**src/sv/frame_dim_dedup_rate_gate_macros.svh**
```systemverilog
// assertion macros for the frame dimmer / repeat suppressor
// used by the top level only, no other dependencies
`ifndef FRAME_DIM_DEDUP_RATE_GATE_MACROS_SVH
`define FRAME_DIM_DEDUP_RATE_GATE_MACROS_SVH

// same-cycle implication, checked out of reset
`define FDG_ASSERT_NOW(label, clk, rst, ante, cons, msg) \
  label: assert property (@(posedge clk) disable iff (rst) (ante) |-> (cons)) else $error(msg);

// next-cycle implication, checked out of reset
`define FDG_ASSERT_NEXT(label, clk, rst, ante, cons, msg) \
  label: assert property (@(posedge clk) disable iff (rst) (ante) |=> (cons)) else $error(msg);

`endif

```
**src/sv/fdg_pkg.sv**
```systemverilog
// shared types, codes and constants of the frame dimmer / repeat suppressor
// no dependencies
`default_nettype none

package fdg_pkg;

  localparam int unsigned FRAME_BYTES_DEF = 16384;

  localparam int unsigned PIX_W     = 8;
  localparam int unsigned IDX_W     = 15;
  localparam int unsigned CAP_W     = 15;
  localparam int unsigned SIZE_W    = 16;
  localparam int unsigned BRIGHT_W  = 9;
  localparam int unsigned PROD_W    = PIX_W + BRIGHT_W;
  localparam int unsigned TIME_W    = 32;
  localparam int unsigned CFG_W     = 32;
  localparam int unsigned CFG_IDX_W = 2;
  localparam int unsigned QUEUE_DEPTH = 2;

  localparam logic [IDX_W-1:0]    IDX_MAX     = '1;
  localparam logic [BRIGHT_W-1:0] BRIGHT_FULL = BRIGHT_W'(256);  // 1.0 in q1.8
  localparam logic [PROD_W-1:0]   ROUND_HALF  = PROD_W'(128);    // 0.5 lsb for rounding

  // func codes of an input item
  localparam logic [1:0] FUNC_BYTE   = 2'd0;
  localparam logic [1:0] FUNC_EMPTY  = 2'd1;
  localparam logic [1:0] FUNC_CLEAR  = 2'd2;
  localparam logic [1:0] FUNC_UNUSED = 2'd3;

  // frame status codes
  localparam logic [1:0] STATUS_PROGRESS   = 2'd0;
  localparam logic [1:0] STATUS_SEND       = 2'd1;
  localparam logic [1:0] STATUS_SUPPRESSED = 2'd2;
  localparam logic [1:0] STATUS_REJECTED   = 2'd3;

  // register indexes
  localparam logic [CFG_IDX_W-1:0] REG_ENABLE   = 2'd0;
  localparam logic [CFG_IDX_W-1:0] REG_CAPACITY = 2'd1;
  localparam logic [CFG_IDX_W-1:0] REG_BRIGHT   = 2'd2;
  localparam logic [CFG_IDX_W-1:0] REG_INTERVAL = 2'd3;

  typedef enum logic [1:0] {
    OP_BYTE  = 2'd0,
    OP_EMPTY = 2'd1,
    OP_CLEAR = 2'd2,
    OP_NOP   = 2'd3
  } op_t;

  typedef struct packed {
    logic [1:0]       func;
    logic [PIX_W-1:0] pixel;
    logic             last_byte;
    logic [TIME_W-1:0] now_ms;
    logic             force_req;
  } in_t;

  typedef struct packed {
    logic [PIX_W-1:0] scaled_pixel;
    logic             end_of_frame;
    logic [1:0]       frame_status;
  } out_t;

  // classified request handed from front to back
  typedef struct packed {
    op_t               op;
    logic [PIX_W-1:0]  scaled;
    logic [IDX_W-1:0]  idx;
    logic              in_range;
    logic              last;
    logic [TIME_W-1:0] now_ms;
    logic              force_req;
  } job_t;

  typedef struct packed {
    logic                output_enabled;
    logic [CAP_W-1:0]    frame_capacity;
    logic [BRIGHT_W-1:0] brightness_q8;
    logic [TIME_W-1:0]   resend_interval;
    logic                hist_clear;
  } cfg_t;

endpackage

`default_nettype wire

```
**src/sv/fdg_front.sv**
```systemverilog
// front end: accepts requests, scales bytes, tracks frame position
// depends on fdg_pkg
`default_nettype none

module fdg_front
  import fdg_pkg::*;
#(
  parameter int unsigned FRAME_BYTES = FRAME_BYTES_DEF
) (
  input  wire logic clk,
  input  wire logic rst,
  input  wire cfg_t cfg,
  input  wire logic item_valid,
  input  wire in_t  item,
  input  wire logic q_full,
  output      logic item_stall,
  output      logic push,
  output      job_t job
);

  logic [IDX_W-1:0]    byte_index;
  logic [IDX_W-1:0]    byte_index_next;
  logic [BRIGHT_W-1:0] bright;
  logic [PROD_W-1:0]   rounded;
  op_t                 op;

  assign item_stall = q_full;
  assign push       = item_valid && !q_full;

  always_comb begin
    unique case (item.func)
      FUNC_BYTE:   op = OP_BYTE;
      FUNC_EMPTY:  op = OP_EMPTY;
      FUNC_CLEAR:  op = OP_CLEAR;
      FUNC_UNUSED: op = OP_NOP;
    endcase
  end

  // clamp above full scale, then round to nearest
  assign bright  = (cfg.brightness_q8 > BRIGHT_FULL) ? BRIGHT_FULL : cfg.brightness_q8;
  assign rounded = PROD_W'(item.pixel) * PROD_W'(bright) + ROUND_HALF;

  always_comb begin
    job.op        = op;
    job.scaled    = rounded[PIX_W +: PIX_W];
    job.idx       = byte_index;
    job.in_range  = (byte_index < cfg.frame_capacity) &&
                    (byte_index < IDX_W'(FRAME_BYTES));
    job.last      = item.last_byte;
    job.now_ms    = item.now_ms;
    job.force_req = item.force_req;
  end

  always_comb begin
    byte_index_next = byte_index;
    unique case (op)
      OP_BYTE: begin
        if (item.last_byte) begin
          byte_index_next = '0;
        end else if (byte_index < IDX_MAX) begin
          byte_index_next = byte_index + IDX_W'(1);
        end
      end
      OP_EMPTY, OP_CLEAR: byte_index_next = '0;
      OP_NOP:             byte_index_next = byte_index;
    endcase
  end

  always_ff @(posedge clk) begin
    if (rst) begin
      byte_index <= '0;
    end else if (push) begin
      byte_index <= byte_index_next;
    end
  end

endmodule

`default_nettype wire

```
**config.mk**
```make
export PLATFORM = sky130hd
export DESIGN_NAME = fdg_front
export DESIGN_NICKNAME = d
export VERILOG_FILES = /design/src/sv/frame_dim_dedup_rate_gate_macros.svh /design/src/sv/fdg_pkg.sv /design/src/sv/fdg_front.sv
export SDC_FILE = /design/constraint.sdc
export NUM_CORES = 1
export LEC_CHECK = 0
export BUFFER_PORTS_ARGS = -buffer_cell sky130_fd_sc_hd__buf_2
export CAP_MARGIN = 20
export CORE_MARGIN = 10
export CORE_UTILIZATION = 30
export DETAILED_ROUTE_END_ITERATION = 16
export PLACE_DENSITY_LB_ADDON = 0.1
export RECOVER_POWER = 25
export SETUP_SLACK_MARGIN = 0.02
export SYNTH_ARGS = -nofsm -noshare
export SYNTH_HDL_FRONTEND = slang
export SYNTH_SLANG_ARGS = --single-unit
export TNS_END_PERCENT = 20
```
**constraint.sdc**
```tcl
create_clock -name clk -period 8.05 [get_ports clk]
set_input_delay 1.61 -clock clk [delete_from_list [all_inputs] [get_ports clk]]
set_output_delay 1.61 -clock clk [all_outputs]
set_load 0.01 [all_outputs]
```
==> reports/metrics.yaml <==
outcome:
  status: "completed"
synthesis:
  synth_ff_type: "dfxtp_1"
  netlist_area_um2: 3739
  yosysWarningCount: 0
  synth_edf_count: 0
  synth_nets: 658
  ys_seq_elements: 15
  synth_cell_types: 47
  postSynthCellCount: 455
  async_reset_ff_share_pct: 0
  syn_avg_cell_area_um2: 8.217
  yosysSeqAreaShare_pct: 8.032
floorplanning:
  ios: 168
  rows: 40
  dieArea_um2: 17330
  start_util_pct: 30.87
  die_h_um: 131.6
  core-area_um2: 12110
  die_x_um: 131.6
timing:
  maxSlewViolCount: 0
  max_clock_freq_ghz: 0.1298
  max_slew_margin_pct: 38.67
  worst_hold_slack_ns: 0.5323
  finalSetupViolations: 0
  post-route-period-util_pct: 95.72
  setup_tns_ns: 0
  rsz0062_at_grt: "false"
  setup_slack_ns: 0.3444
  tightest_slew_ns: 0.9199
  skew_ns: 0.002441
  period_minus_slack_ns: 7.706
  hold_viol_final: 0
clock_tree:
  h-tree-depth: 1
  cts_tree: "done"
  post_cts_resized: 0
  clockRootBuffer: "clkbuf_16"
  cts_buffers: 3
  post-cts-setup-buffers: 0
  cts_buffer_depth: 2
  clkTransAtPathRegs_ns: 0.05
  cts_hold_buf: 0
  clk_latency_ns: 0.24
  cts.sinks: 15
pwr:
  swShare_pct: 42.75
  p_seq_share_pct: 15.2
  p_leak_nw: 2.077
  p_total_w: 0.0004922
  powerDensity_nw_per_um2: 120.1
  intPower_w: 0.0002818
  power_frac_comb_pct: 64.8
  power.share.clock_pct: 20.0
  power.switching_w: 0.0002104
  peakVddDrop_v: 0.00006345
grt:
  grtUsageTotal_pct: 10.67
  grt_pass1_wl_um: 15880
  overflow: 0
  grt_max_degree: 17
  grt_pass1_vias: 3140
  antenna_found_initial: 0
setup_path:
  regToRegSetupSlack_ns: 6.03
  cp_common_cell: "fa_1"
  endpoint_kind: "output port"
  crit_required_ns: 6.44
  critical-path-slowest-cell: "nor2b_1"
  worstSetupPathType: "input pin to output port"
  cpLargestDelayFamily: "adder cells"
  critPathBufInv: 5
  cp_data_arrival_time_ns: 6.10
  critPathMaxFanout: 16
  crit_chain: "buf_2, nor2b_1, and2_1, fa_1, inv_1, fa_1, inv_1, fa_1, fa_1, ha_1, and4b_1, a221oi_2, buf_4, nor2_1, a311oi_1, xnor2_1, buf_2"
  critPathMaxStageDelay_ns: 0.51
  cp-start-kind: "input pin"
placement:
  pre_cts_ws_ns: 0.2933
  portBuffers: 67
  gp_congestion: 0.7568
  hpwl_um: 7844
final_layout:
  antennaDiodeCount: 0
  layout_common_cells: "69 x inv_1, 57 x ha_1, 54 x and2_1, 51 x buf_2, 40 x fa_1"
  regArea_um2: 300.3
  num-nets-final: 694
  postLayoutCoreUtil_pct: 33.84
  n_fill_cell: 1366
  largest_registers: "byte_index (15)"
  multi_input_area_um2: 2875
  drive_above_1_share_pct: 13.47
  syn_to_final_growth_pct: 9.639
  largest_register: "byte_index"
  final_common_cell: "inv_1"
  largest_reg_flops: 15
routing:
  vias: 3077
  wl_per_cell_um: 14.07
  drc: 0
  vias_per_cell: 4.676
  drt_pass1_iterations: 4
  drtAntennaViolNets: 0
  wirelength_um: 9261
  drt-initial-drc-count: 148
flow_run:
  maxCapViolations: 0
min_path:
  hold_path_class: "register to register"
## power groups by stage
stage	Combinational [W]	Sequential (W)	Clock (W)
after floorplan	0.000238	0.0000763	0
after global placement	0.000327	0.0000763	0
after detailed placement	0.000326	0.0000763	0
after CTS	0.000329	0.0000747	0.000101
after global routing	0.000371	0.0000748	0.000104
final	0.000319	0.0000748	0.0000985
## worst register-to-register path, stage by stage, from the launching register on
cell	delay (ns)
dfxtp_1	0.42
ha_1	0.23
nand3_1	0.18
nor4_1	0.49
or4b_1	0.49
a21oi_1	0.15
## cell families (layout without fill, tap and decap cells)
kind of cell / count (synthesis) / count (layout) / synth area share [%]
AO/OA/AOI/OAI: 68 / 68 / 11.21
XOR/XNOR: 12 / 12 / 2.811
adder cells (fa/ha/maj): 97 / 97 / 40.50
buffers and inverters: 113 / 148 / 15.06
flip-flops: 15 / 15 / 8.032
AND/OR/NAND/NOR: 150 / 150 / 22.39
## routing by layer
metal	vias to the layer above	wire length (µm)	part of all wire [%]	GRT usage [%]
met5	-	0	0	0
met4	0	57	0.62	1.174
met3	12	605	6.5	2.439
met2	78	4195	45	17.45
met1	1465	4402	48	14.36
li1	1522	-	-	-
## through the flow
stage | instances | area, µm²
2_1_floorplan | 455 | 3739
3_3_place_gp | 654 | 4040
3_5_place_dp | 654 | 4040
4_1_cts | 658 | 4119
5_1_grt | 658 | 4099
6_report | 658 | 4099
## final timing paths
| kind | start | end | cells past startpoint |
|---|---|---|---|
| setup / recovery | cfg[41] | job[53] | 17 |
| hold / removal | byte_index[1]$_SDFFE_PP0P_ | byte_index[1]$_SDFFE_PP0P_ | 2 |
| setup reg to reg | byte_index[1]$_SDFFE_PP0P_ | byte_index[14]$_SDFFE_PP0P_ | 5 |
| hold reg to reg | byte_index[1]$_SDFFE_PP0P_ | byte_index[1]$_SDFFE_PP0P_ | 2 |
## cell usage after synthesis, types with 5 or more instances
master	instances	area (µm²)
or3_1	9	56.30
a21oi_1	25	125.1
xnor2_1	10	87.58
buf_4	35	262.8
clkbuf_1	8	30.03
nand4_1	5	31.28
inv_1	69	259.0
a31oi_1	5	31.28
nor2b_1	13	81.33
dfxtp_1	15	300.3
fa_1	40	800.8
nand3_1	8	40.04
ha_1	57	713.2
and2_1	54	337.8
nor2_1	14	52.55
o21ai_0	18	90.09
nand2_1	28	105.1
## final cells by class
type                    count  area share, %
inverters                  69          6.319
flip-flops and latches     15          7.326
clock buffers               4          1.923
multi-input cells         327          70.15
repair buffers             75          9.158
well taps                 168          5.128
Power figures use the tool's default switching activity.
