$ cat src/sv/frame_dim_dedup_rate_gate_macros.svh
// assertion macros for the frame dimmer / repeat suppressor
// used by the top level only, no other dependencies
`ifndef FRAME_DIM_DEDUP_RATE_GATE_MACROS_SVH
`define FRAME_DIM_DEDUP_RATE_GATE_MACROS_SVH

// same-cycle implication, checked out of reset
`define FDG_ASSERT_NOW(label, clk, rst, ante, cons, msg) \
  label: assert property (@(posedge clk) disable iff (rst) (ante) |-> (cons)) else $error(msg);

// next-cycle implication, checked out of reset
`define FDG_ASSERT_NEXT(label, clk, rst, ante, cons, msg) \
  label: assert property (@(posedge clk) disable iff (rst) (ante) |=> (cons)) else $error(msg);

`endif

$ cat src/sv/fdg_pkg.sv
// shared types, codes and constants of the frame dimmer / repeat suppressor
// no dependencies
`default_nettype none

package fdg_pkg;

  localparam int unsigned FRAME_BYTES_DEF = 16384;

  localparam int unsigned PIX_W     = 8;
  localparam int unsigned IDX_W     = 15;
  localparam int unsigned CAP_W     = 15;
  localparam int unsigned SIZE_W    = 16;
  localparam int unsigned BRIGHT_W  = 9;
  localparam int unsigned PROD_W    = PIX_W + BRIGHT_W;
  localparam int unsigned TIME_W    = 32;
  localparam int unsigned CFG_W     = 32;
  localparam int unsigned CFG_IDX_W = 2;
  localparam int unsigned QUEUE_DEPTH = 2;

  localparam logic [IDX_W-1:0]    IDX_MAX     = '1;
  localparam logic [BRIGHT_W-1:0] BRIGHT_FULL = BRIGHT_W'(256);  // 1.0 in q1.8
  localparam logic [PROD_W-1:0]   ROUND_HALF  = PROD_W'(128);    // 0.5 lsb for rounding

  // func codes of an input item
  localparam logic [1:0] FUNC_BYTE   = 2'd0;
  localparam logic [1:0] FUNC_EMPTY  = 2'd1;
  localparam logic [1:0] FUNC_CLEAR  = 2'd2;
  localparam logic [1:0] FUNC_UNUSED = 2'd3;

  // frame status codes
  localparam logic [1:0] STATUS_PROGRESS   = 2'd0;
  localparam logic [1:0] STATUS_SEND       = 2'd1;
  localparam logic [1:0] STATUS_SUPPRESSED = 2'd2;
  localparam logic [1:0] STATUS_REJECTED   = 2'd3;

  // register indexes
  localparam logic [CFG_IDX_W-1:0] REG_ENABLE   = 2'd0;
  localparam logic [CFG_IDX_W-1:0] REG_CAPACITY = 2'd1;
  localparam logic [CFG_IDX_W-1:0] REG_BRIGHT   = 2'd2;
  localparam logic [CFG_IDX_W-1:0] REG_INTERVAL = 2'd3;

  typedef enum logic [1:0] {
    OP_BYTE  = 2'd0,
    OP_EMPTY = 2'd1,
    OP_CLEAR = 2'd2,
    OP_NOP   = 2'd3
  } op_t;

  typedef struct packed {
    logic [1:0]       func;
    logic [PIX_W-1:0] pixel;
    logic             last_byte;
    logic [TIME_W-1:0] now_ms;
    logic             force_req;
  } in_t;

  typedef struct packed {
    logic [PIX_W-1:0] scaled_pixel;
    logic             end_of_frame;
    logic [1:0]       frame_status;
  } out_t;

  // classified request handed from front to back
  typedef struct packed {
    op_t               op;
    logic [PIX_W-1:0]  scaled;
    logic [IDX_W-1:0]  idx;
    logic              in_range;
    logic              last;
    logic [TIME_W-1:0] now_ms;
    logic              force_req;
  } job_t;

  typedef struct packed {
    logic                output_enabled;
    logic [CAP_W-1:0]    frame_capacity;
    logic [BRIGHT_W-1:0] brightness_q8;
    logic [TIME_W-1:0]   resend_interval;
    logic                hist_clear;
  } cfg_t;

endpackage

`default_nettype wire

$ cat src/sv/fdg_queue.sv
// short request queue between front and back
// depends on fdg_pkg
`default_nettype none

module fdg_queue
  import fdg_pkg::*;
(
  input  wire logic clk,
  input  wire logic rst,
  input  wire logic push,
  input  wire job_t push_job,
  input  wire logic pop,
  output      logic full,
  output      logic q_valid,
  output      job_t q_job
);

  localparam int unsigned PTR_W = (QUEUE_DEPTH > 1) ? $clog2(QUEUE_DEPTH) : 1;
  localparam int unsigned CNT_W = $clog2(QUEUE_DEPTH + 1);

  job_t             slots [QUEUE_DEPTH];
  logic [PTR_W-1:0] wr_ptr;
  logic [PTR_W-1:0] rd_ptr;
  logic [CNT_W-1:0] count;

  assign full    = (count == CNT_W'(QUEUE_DEPTH));
  assign q_valid = (count != '0);
  assign q_job   = slots[rd_ptr];

  always_ff @(posedge clk) begin
    if (push) begin
      slots[wr_ptr] <= push_job;
    end
  end

  always_ff @(posedge clk) begin
    if (rst) begin
      wr_ptr <= '0;
      rd_ptr <= '0;
      count  <= '0;
    end else begin
      if (push) begin
        wr_ptr <= (wr_ptr == PTR_W'(QUEUE_DEPTH - 1)) ? '0 : wr_ptr + PTR_W'(1);
      end
      if (pop) begin
        rd_ptr <= (rd_ptr == PTR_W'(QUEUE_DEPTH - 1)) ? '0 : rd_ptr + PTR_W'(1);
      end
      if (push && !pop) begin
        count <= count + CNT_W'(1);
      end else if (pop && !push) begin
        count <= count - CNT_W'(1);
      end
    end
  end

endmodule

`default_nettype wire

$ cat config.mk
export PLATFORM = sky130hd
export DESIGN_NAME = fdg_queue
export DESIGN_NICKNAME = d
export VERILOG_FILES = /design/src/sv/frame_dim_dedup_rate_gate_macros.svh /design/src/sv/fdg_pkg.sv /design/src/sv/fdg_queue.sv
export SDC_FILE = /design/constraint.sdc
export NUM_CORES = 1
export LEC_CHECK = 0
export BUFFER_PORTS_ARGS = -buffer_cell sky130_fd_sc_hd__buf_2
export CELL_PAD_IN_SITES_DETAIL_PLACEMENT = 1
export CELL_PAD_IN_SITES_GLOBAL_PLACEMENT = 2
export CORE_ASPECT_RATIO = 1.4
export CORE_MARGIN = 1.5
export CORE_UTILIZATION = 37
export CTS_CLUSTER_DIAMETER = 40
export DETAILED_ROUTE_END_ITERATION = 10
export GPL_ROUTABILITY_DRIVEN = 0
export GPL_TIMING_DRIVEN = 0
export PLACE_DENSITY_LB_ADDON = 0.1
export SLEW_MARGIN = 20
export SYNTH_ARGS = -nofsm -noshare
export SYNTH_HDL_FRONTEND = slang
export SYNTH_SLANG_ARGS = --single-unit
$ cat constraint.sdc
create_clock -name clk -period 5.1 [get_ports clk]
set_input_delay 0.765 -clock clk [delete_from_list [all_inputs] [get_ports clk]]
set_output_delay 0.765 -clock clk [all_outputs]
set_load 0.01 [all_outputs]
==> flow_metrics.env <==
export IMPL_cts_htree_levels=4
export IMPL_drc=0
export IMPL_r2r_start="wr_ptr"
export IMPL_area_growth_syn_to_layout_pct=33.4
export IMPL_drive_above_1_share_pct=62.1
export IMPL_worstPathArrival_ns=1.60
export IMPL_startpoint_type="register"
export IMPL_path_max_fanout=10
export IMPL_hold_viol_final=0
export IMPL_peakVddDrop_uv=238
export IMPL_ys_seq_elements=125
export IMPL_clk_pin_slew_ns=0.05
export IMPL_p_leak_nw=2.31
export IMPL_start_util_pct=38.2
export IMPL_cts_inserted_buffers=17
export IMPL_maxCapViolations=0
export IMPL_holdCritPathClass="reg -> reg"
export IMPL_p_switching_mw=0.566
export IMPL_fin_crit_ns=2.37
export IMPL_setup_viol=0
export IMPL_avgViaCountPerCell=4.70
export IMPL_critPathBufInv=3
export IMPL_hold_end="count[1]"
export IMPL_dieArea_um2=13000
export IMPL_final_area_um2=6050
export IMPL_io_buffers=125
export IMPL_reg2reg_slack_ns=3.62
export IMPL_synthTopCellsByCount="edfxtp_1 (120), mux2_2 (60), buf_4 (6)"
export IMPL_die_y_um=134
export IMPL_synth_flop_cell="edfxtp_1"
export IMPL_synth_cells=209
export IMPL_async_reset_ff_share_pct=0
export IMPL_rows=47
export IMPL_pwr_share_clk_pct=46.3
export IMPL_end_kind="output port"
export IMPL_placed_area_um2=5420
export IMPL_fin_nets=421
export IMPL_pwr_share_comb_pct=9.5
export IMPL_cts_resized=0
export IMPL_overflow=0
export IMPL_slew_headroom_pct=64.1
export IMPL_whs_path_depth=2
export IMPL_max_clock_freq_mhz=423
export IMPL_yosysMostFrequentCell="edfxtp_1"
export IMPL_cts_hold_buffers=0
export IMPL_die_x_um=96.6
export IMPL_via_count=2425
export IMPL_power_density_nw_per_um2=453
export IMPL_clock_skew_ns=0.00497
export IMPL_cts_sinks=125
export IMPL_synth_top_area_share_pct=79.4
export IMPL_track_usage_pct=15.0
export IMPL_critPathTopFamily="buffers and inverters"
export IMPL_core_area_um2=11900
export IMPL_crit_chain="buf_2 > buf_4 > mux2_2 > buf_2"
export IMPL_grt_max_degree=33
export IMPL_yosys_top_cells_area="edfxtp_1 (79%), mux2_2 (15%), dfxtp_1 (2.2%), buf_4 (0.99%), xnor2_1 (0.39%)"
export IMPL_rr_worst_depth=2
export IMPL_p_int_mw=2.18
export IMPL_synth_edff_count=120
export IMPL_cpMostUsedCell="buf_2"
export IMPL_diodes=0
export IMPL_status="complete, no violations"
export IMPL_switching_share_pct=20.6
export IMPL_r2r_end="slots[1][27]"
export IMPL_num_fill_cells=1161
export IMPL_yosysWarnings=0
export IMPL_worstSetupPathType="reg -> out"
export IMPL_ys_types=17
export IMPL_sequentialPowerShare_pct=44.2
export IMPL_hp_start="count[1]"
export IMPL_post_cts_buffers=0
export IMPL_dp_hpwl_mm=5.99
export IMPL_rsz0062_at_grt="no"
export IMPL_worstMarginPinSlew_ns=0.537
export IMPL_synth_nets=274
export IMPL_ys_seq_area_share_pct=81.6
export IMPL_grt_pass1_wl_mm=14.5
export IMPL_cts_root_buffer="clkbuf_16"
export IMPL_whs_ns=0.523
export IMPL_grt_antenna_before_repair=0
export IMPL_io_pins=126
export IMPL_critPathSlowestCell="mux2_2"
export IMPL_drt_wl_total_mm=8.91
export IMPL_clock_latency_ns=0.40
export IMPL_first_global_vias=2840
export IMPL_yosys_area_top_type="edfxtp_1"
export IMPL_detail_route_antenna_nets=0
export IMPL_cts_buffer_depth=2
export IMPL_slew_violations=0
export IMPL_cts_tree="yes"
export IMPL_crit_required_ns=4.34
export IMPL_drt_iter0_drc=81
export IMPL_dr_pass1_iters=4
export IMPL_period_share_pct=46.4
export IMPL_syn_area_um2=4540
export IMPL_detail_route_wl_per_cell_um=17.3
export IMPL_slowest_delay_ns=0.36
export IMPL_postSynthAreaPerCell_um2=21.7
-- final cells by class --
class	instances	area [µm²]	share of cell area [%]
well taps	147	184	3.04
multi-input cells	76	792	13.1
flip-flops and latches	125	3700	61.2
plain buffers	7	50.0	0.827
clock inverters	10	161	2.67
clock buffers	22	474	7.83
repair buffers	128	686	11.3
inverters	1	3.75	0.0620
-- kinds of logic after synthesis --
logic type,synth area share [%]
xor gates and xnor gates,0.772
AOI/OAI and AO/OA,0.220
and+or+nand+nor,1.08
adders and majority gates,0.276
DFF,81.6
muxes,14.9
buffers and inverters,1.18
-- tightest hold or removal path: stages, from the launching register on --
cell     delay, ns
dfxtp_1       0.33
o21ai_0       0.08
a21oi_1       0.06
-- per-layer routing --
| layer | track usage, % | wire length, µm |
|---|---|---|
| met5 | 0 | 0 |
| met4 | 7.97 | 154 |
| met3 | 5.47 | 571 |
| met2 | 26.5 | 4910 |
| met1 | 15.5 | 3280 |
-- worst max-delay path by stage --
stage          cells past startpoint      endpoint     start  slack, ns
2_1_floorplan                      1   slots[0][0]      push       1.21
3_3_place_gp                       2  slots[0][52]      push      -0.76
3_5_place_dp                       3  slots[0][42]      push       3.07
4_1_cts                            4     q_job[17]  register       2.67
5_1_grt                            4     q_job[17]  register       2.63
6_report                           4     q_job[38]  register       2.73
-- stage by stage --
step	utilization [%]	power [mW]	worst slack, ns	instances	setup TNS [ns]
6_report	51.0	2.74	2.73	516	0
3_3_place_gp	45.0	1.49	-0.764	481	-45.62
5_1_grt	51.0	2.85	2.63	516	0
3_5_place_dp	45.6	1.50	3.07	484	0
4_1_cts	51.0	2.78	2.67	516	0
2_1_floorplan	-	1.38	1.21	209	0
-- flip-flops by register name (all words and copies together), names as in the netlist, named ones only --
register  flops
rd_ptr        1
count         2
wr_ptr        1
slots       120
-- power groups by stage --
stage | logic [mW] | registers, mW | clock network (mW)
4_1_cts | 0.269 | 1.21 | 1.30
2_1_floorplan | 0.146 | 1.23 | 0
6_report | 0.261 | 1.21 | 1.27
3_5_place_dp | 0.268 | 1.23 | 0
3_3_place_gp | 0.254 | 1.24 | 0
5_1_grt | 0.285 | 1.22 | 1.35
-- layout by cell type, fill, tap and decap left out --
cell	instances
a21oi_1	1
and2_4	1
and2b_2	1
buf_12	3
buf_2	126
buf_4	6
bufinv_16	4
clkbuf_1	2
clkbuf_16	17
clkbuf_8	3
clkinv_2	2
clkinv_4	1
clkinvlp_4	3
dfxtp_1	5
edfxtp_1	120
ha_1	1
inv_1	1
mux2_2	60
nor2_1	4
nor2b_4	1
o21ai_0	1
or2_2	1
or3_1	1
xnor2_1	2
xor2_1	2
Note: power is estimated with default switching activity, not from simulation.
